`config.mk`:
```
export PLATFORM = sky130hd
export DESIGN_NAME = dsms_accum
export DESIGN_NICKNAME = d
export VERILOG_FILES = /design/src/rtl/core/dsms_accum.sv
export SDC_FILE = /design/constraint.sdc
export NUM_CORES = 1
export LEC_CHECK = 0
export ABC_CLOCK_PERIOD_IN_PS = 5600
export BUFFER_PORTS_ARGS = -buffer_cell sky130_fd_sc_hd__buf_4
export CAP_MARGIN = 20
export CORE_ASPECT_RATIO = 0.9
export CORE_UTILIZATION = 55
export DETAILED_ROUTE_END_ITERATION = 8
export GPL_TIMING_DRIVEN = 0
export PLACE_DENSITY_LB_ADDON = 0.2
export SETUP_SLACK_MARGIN = 0.02
export SLEW_MARGIN = 20
export SYNTH_ARGS = -nofsm -noshare
export SYNTH_HDL_FRONTEND = slang
export SYNTH_SLANG_ARGS = --single-unit
export TNS_END_PERCENT = 5
```
`constraint.sdc`:
```
create_clock -name clk -period 5.6 [get_ports clk]
set_clock_uncertainty 0.05 [all_clocks]
set_input_delay 0.84 -clock clk [delete_from_list [all_inputs] [get_ports clk]]
set_output_delay 0.84 -clock clk [all_outputs]
set_load 0.05 [all_outputs]
```
`src/rtl/core/dsms_accum.sv`:
```
// Running maximum-subarray accumulator: one add and one compare per step.
// Stepped once per element by the sequencer in the top level. No dependencies.
`default_nettype none

module dsms_accum #(
    parameter int VALUE_BITS = 16,
    parameter int ACC_W      = 27
) (
    input  wire logic                         clk,
    input  wire logic                         rst_n,
    input  wire logic                         clear,
    input  wire logic                         step,
    input  wire logic signed [VALUE_BITS-1:0] x,
    output      logic signed [ACC_W-1:0]      best
);

    logic                    first_reg;
    logic signed [ACC_W-1:0] cur_reg;
    logic signed [ACC_W-1:0] best_reg;
    logic signed [ACC_W-1:0] x_ext;
    logic signed [ACC_W-1:0] sum;
    logic                    cur_pos;
    logic signed [ACC_W-1:0] cur_next;
    logic signed [ACC_W-1:0] best_next;

    assign x_ext   = ACC_W'(x);
    assign sum     = cur_reg + x_ext;
    assign cur_pos = !cur_reg[ACC_W-1] && (cur_reg != '0);

    always_comb
    begin
        if (first_reg)
        begin
            cur_next  = x_ext;
            best_next = x_ext;
        end
        else
        begin
            cur_next  = cur_pos ? sum : x_ext;
            best_next = (cur_next > best_reg) ? cur_next : best_reg;
        end
    end

    always_ff @(posedge clk or negedge rst_n)
    begin
        if (!rst_n)
        begin
            first_reg <= 1'b1;
            cur_reg   <= '0;
            best_reg  <= '0;
        end
        else if (clear)
        begin
            first_reg <= 1'b1;
        end
        else if (step)
        begin
            first_reg <= 1'b0;
            cur_reg   <= cur_next;
            best_reg  <= best_next;
        end
    end

    assign best = best_reg;

endmodule

`default_nettype wire

```
==> results of run 1 <==
[layout make-up]
class	instances	area (sq um)	area share
sequential	55	1378	0.2547
timing repair buffer	47	352.8	0.06523
buffer	24	128.9	0.02383
clock buffer	6	82.58	0.01527
tap	115	143.9	0.02660
inverter	34	127.6	0.02359
clock inverter	2	35.03	0.006477
multi-input combinational	448	3161	0.5843
[through the flow]
stage / setup TNS (ns) / power [uW] / hold slack (ns) / instances
finish: 0 / 2724 / 0.4632 / 731
global route: 0 / 2929 / 0.5029 / 731
CTS: 0 / 2699 / 0.4552 / 730
detailed placement: -3.073 / 2408 / 0.4303 / 722
global placement: -0.6446 / 2363 / 0.4180 / 722
floorplan: 0 / 1923 / 0.3909 / 561
[cells in the mapped netlist, types with 10 or more instances]
library cell / n / share of area
o21ai_1: 19 / 0.020
nor2_1: 21 / 0.016
xnor2_1: 10 / 0.018
o21ai_0: 55 / 0.058
a21o_1: 18 / 0.028
mux2_2: 13 / 0.031
clkbuf_1: 12 / 0.0094
nand2_1: 73 / 0.057
mux2i_1: 15 / 0.031
ha_1: 53 / 0.14
a21oi_1: 32 / 0.034
dfrtp_1: 54 / 0.28
inv_1: 33 / 0.026
[worst register-to-register path, stage by stage, from the launching register on]
cell and delay (ns):
dfrtp_1 0.42, ha_1 0.23, fa_1 0.42, a21oi_1 0.26
o21ai_1 0.17, o211a_1 0.32, o211ai_2 0.29, a21oi_1 0.20
a21boi_1 0.22, xor2_1 0.21, o21ai_1 0.08, ha_1 0.33
a21o_1 0.18, a221o_1 0.32, a221oi_1 0.32, o31a_1 0.22
nand4_1 0.15, nand3b_4 0.14, buf_6 0.16, mux2_1 0.34
[layer usage]
layer | GRT usage | share of wire | vias up
met5 | 0 | 0 | -
met4 | 0.06643 | 0.013 | 0
met3 | 0.04567 | 0.065 | 16
met2 | 0.4760 | 0.46 | 170
met1 | 0.4249 | 0.46 | 2115
li1 | - | - | 2147
[cell usage in the layout, fill, tap and decap left out, drive strengths merged, types with 2 or more instances in the layout]
master and instances:
nand2 74, o21ai 74, buf 58, dfrtp 54, ha 53, inv 34
a21oi 34, nor2 22, clkbuf 19, a21o 18, mux2 18, mux2i 15
xnor2 10, nand3 9, nand4 9, xor2 9, nor3 9, nor2b 8
a31oi 8, o31ai 7, nor4 7, a211oi 7, o21a 5, nand2b 5
and2 5, and3 4, and4 3, o31a 3, o21bai 3, nor3b 2
a2111oi 2, or3 2, nand4b 2, nand3b 2, o311ai 2
[kinds of logic after synthesis]
logic type	Yosys count	share of synthesized area
flip-flops	55	0.2883
adder cells (fa/ha/maj)	54	0.1430
multiplexers	33	0.07462
buffers and inverters	58	0.05368
XOR/XNOR	19	0.03483
AND/OR/NAND/NOR	166	0.1744
AO/OA/AOI/OAI	176	0.2312
[report_power, final]
group / total [uW] / switching (uW) / internal (uW)
Combinational: 1780 / 1110 / 662
Clock: 283 / 138 / 145
Sequential: 666 / 130 / 536
[repair_timing]
action / in CTS / in global routing
endpoints found under the setup margin: 0 / 27
buffers inserted: 0 / 1
gates resized for setup: 0 / 3
[final timing paths]
check,slack [ns],depth (start not counted),to,startpoint
max,0.25,20,best[24],x[0]
min,0.46,2,cur_reg[26],cur_reg[26]
max reg2reg,0.48,19,best[24],cur_reg[0]
min reg2reg,0.46,2,cur_reg[26],cur_reg[26]
max in group asynchronous,4.49,1,cur_reg[17],rst_n
min in group asynchronous,0.51,1,best[9],rst_n
==> impl_metrics.ini, run 1 <==
[power_and_ir_drop]
p_leak_uw = 0.002569
p_per_area_nw_per_um2 = 503.6
peakVddDrop_uv = 312.8

[finish]
fin_util = 0.6578
fin_area_sq_um = 5409
nets = 689
area.growth.synth_to_final_pct = 13.20
drive_above_1_share = 0.1607
antenna_cells = 0
fill_cells = 729

[yosys]
syn_area_sq_um = 4778
synth_cell_type_count = 70
synth_flop_cell = dfrtp_1
synth_nets = 635
syn_inst = 561
ys_warn_count = 0
synth_edf_count = 0
synthArstFlopShare = 1.000
yosysSeqAreaShare = 0.2883
synth_area_per_cell_sq_um = 8.518
ys_seq_elements = 55

[placed_design]
dpl.hpwl_mm = 10.07
gp_congestion = 0.9669
pre_cts_ws_ns = -0.1752
io_buffer_count = 46
placed_area_sq_um = 5268

[sta]
setup_ws_ns = 0.2543
slew_headroom = 0.5142
finalHoldViolations = 0
setup_violations = 0
max_freq_mhz = 187.1
worstMarginPinSlew_ns = 0.7261
slew_viol_final = 0
rsz0062_at_grt = no
fin_crit_sh = 0.9546
fin_crit_ns = 5.346

[critical_path]
critPathArrivalTime_ns = 5.49
start_kind = input port
critPathTopFamily = compound AO/OA/AOI/OAI gates
crit_required_ns = 5.75
endpoint_kind = flop
critPathKind = in2reg
crit_slowest_cell = fa_1
cpPeakStageDelay_ns = 0.42
crit_chain = buf_4, ha_1, fa_1, a21oi_1, o21ai_1, o211a_1, o211ai_2, a21oi_1, a21boi_1, xor2_1, o21ai_1, ha_1, a21o_1, a221o_1, a221oi_1, o31a_1, nand4_1, nand3b_4, buf_6, mux2_1
crit_buf_inv = 2
cp_max_fo = 10

[cts]
cts_buffer_depth = 2
cts.clk_slew.worst_paths_ns = 0.10
cts_made_buffers = 5
htreeDepth = 2
clockRootBuffer = clkbuf_8
cts.sinks = 55
clk-insertion-delay-late_ns = 0.32
cts_tree = done
cts-hold-fix-buffers = 0

[status]
outcome = completed

[detailed_routing]
drcViolationCount = 0
final_antenna_net_count = 0
dr_total_vias = 4448
routedWlPerCell_microns = 17.99
viasPerCell = 6.085
drt_iter0_drc = 323
dr.pass1.iters = 5
routed_wl_mm = 13.15

[worst_hold_path]
min_path_type = reg2reg

[grt]
grt_pass1_vias = 4313
grt-ovfl-total = 0
track_usage = 0.2985
grt_pass1_wl_mm = 21.33
grt_antenna_before_repair = 0
grt_max_degree = 56

[floorplanning]
num_rows = 31
dieArea_sq_um = 9065
pin_count = 47
start_util = 0.5811
dieWidth_microns = 100.3
core_area_sq_um = 8223
die_h_microns = 90.43

[flow_run]
cap_viol_max_count = 0
No activity file was read; power rests on OpenSTA's default activity.
==> run 2: changes to the inputs <==
==> constraint.sdc (replaced) <==
create_clock -name clk -period 5.6 [get_ports clk]
set_clock_uncertainty 0.05 [all_clocks]
set_input_delay 0.56 -clock clk [delete_from_list [all_inputs] [get_ports clk]]
set_output_delay 0.56 -clock clk [all_outputs]
set_load 0.05 [all_outputs]
==> impl_metrics.ini, run 2 (synthesized netlist as in run 1, its figures left out) <==
[finish]
drive_above_1_share = 0.1545
fill_cells = 728
nets = 688
multi_input_area_sq_um = 3144
fin_util = 0.6549
seqCellArea_sq_um = 1378
area.growth.synth_to_final_pct = 12.70
antenna_cells = 0
mostFrequentLayoutCell = nand2_1
final_cell_mix = nand2_1 (73), o21ai_0 (55), dfrtp_1 (54)

[cts]
clk-insertion-delay-late_ns = 0.32
cts-hold-fix-buffers = 0
htreeDepth = 2
postCtsResizedCells = 0
clockRootBuffer = clkbuf_8
postCtsSetupBuffers = 0
cts_tree = done
cts.clk_slew.worst_paths_ns = 0.11
cts.sinks = 55
cts_made_buffers = 5
cts_buffer_depth = 2

[floorplanning]
num_rows = 31
start_util = 0.5811
pin_count = 47
core_area_sq_um = 8223
dieWidth_microns = 100.3
die_h_microns = 90.43
dieArea_sq_um = 9065

[grt]
grt-ovfl-total = 0
grt_pass1_wl_mm = 21.33
track_usage = 0.2985
grt_antenna_before_repair = 0
grt_pass1_vias = 4313
grt_max_degree = 56

[sta]
finalHoldViolations = 0
rsz0062_at_grt = no
setup_violations = 0
fin_crit_sh = 0.9481
fin_crit_ns = 5.309
slew_viol_final = 0
tns_ns = 0
max_freq_mhz = 188.3
worstMarginPinSlew_ns = 0.7331
slew_headroom = 0.5095

[detailed_routing]
dr.pass1.iters = 6
routed_wl_mm = 13.07
drcViolationCount = 0
routedWlPerCell_microns = 17.90
viasPerCell = 6.081
final_antenna_net_count = 0
drt_iter0_drc = 295
dr_total_vias = 4439

[critical_path]
crit_required_ns = 5.75
cp_max_fo = 10
start_kind = flop
critPathKind = reg2reg
endpoint_kind = flop
critPathArrivalTime_ns = 5.46

[power_and_ir_drop]
peakVddDrop_uv = 308.8
p_leak_uw = 0.002558
p_per_area_nw_per_um2 = 503.4

[placed_design]
dpl.hpwl_mm = 10.07
io_buffer_count = 46
gp_congestion = 0.9669

[flow_run]
cap_viol_max_count = 0

[status]
outcome = completed

[worst_hold_path]
min_path_type = in2async
run 2: final cells by class:
class | instances | share of cell area
Tap cell | 115 | 0.02672
Timing Repair Buffer | 46 | 0.06413
Clock inverter | 2 | 0.006506
Inverter | 34 | 0.02370
Multi-Input combinational cell | 448 | 0.5839
Buffer | 24 | 0.02393
Sequential cell | 55 | 0.2558
Clock buffer | 6 | 0.01533
run 2: path summary, 6_finish.rpt:
kind                                  start          end  slack [ns]  cells past startpoint
worst max-delay path             cur_reg[0]     best[24]        0.29                     19
worst min-delay path                  rst_n      best[9]        0.22                      1
worst max register to register   cur_reg[0]     best[24]        0.29                     19
worst min register to register  cur_reg[26]  cur_reg[26]        0.46                      2
max in group asynchronous             rst_n     best[26]        4.79                      1
min in group clk                      clear    first_reg        0.40                      2
run 2: stage by stage:
stage,hold WS (ns),instance area [sq um],worst slack [ns],power (uW),instances
finish,0.2213,5385,0.2906,2711,730
global placement,0.4180,5268,0.2085,2363,722
detailed placement,0.4303,5268,0.1048,2408,722
CTS,0.2675,5385,0.3306,2699,730
floorplan,0.2144,4778,1.001,1923,561
global route,0.2872,5385,0.02641,2917,730
run 2: routing by layer:
layer | global-route usage | share of wire | wire length (microns)
met1 | 0.4249 | 0.46 | 6018
met2 | 0.4760 | 0.45 | 5846
met3 | 0.04567 | 0.069 | 898
met4 | 0.06643 | 0.023 | 302
met5 | 0 | 0 | 0
run 2: worst max-delay path, cell delays in order, from the launching register on:
cell and delay [ns]:
dfrtp_1 0.42, ha_1 0.23, fa_1 0.42, a21oi_1 0.26, o21ai_1 0.16, o211a_1 0.31, o21ai_1 0.30, nand2_1 0.15
a311o_1 0.35, xnor2_1 0.33, o21ai_1 0.11, ha_1 0.31, and2_0 0.15, nand4_1 0.13, nor3_1 0.36, o41ai_1 0.20
a211oi_1 0.28, nand3b_4 0.19, buf_6 0.16, mux2_1 0.34
run 2: power by group:
part | leakage, uW | switching [uW] | internal, uW
clock | 0.0000612 | 139 | 145
sequential | 0.000672 | 129 | 535
combinational | 0.00182 | 1110 | 655
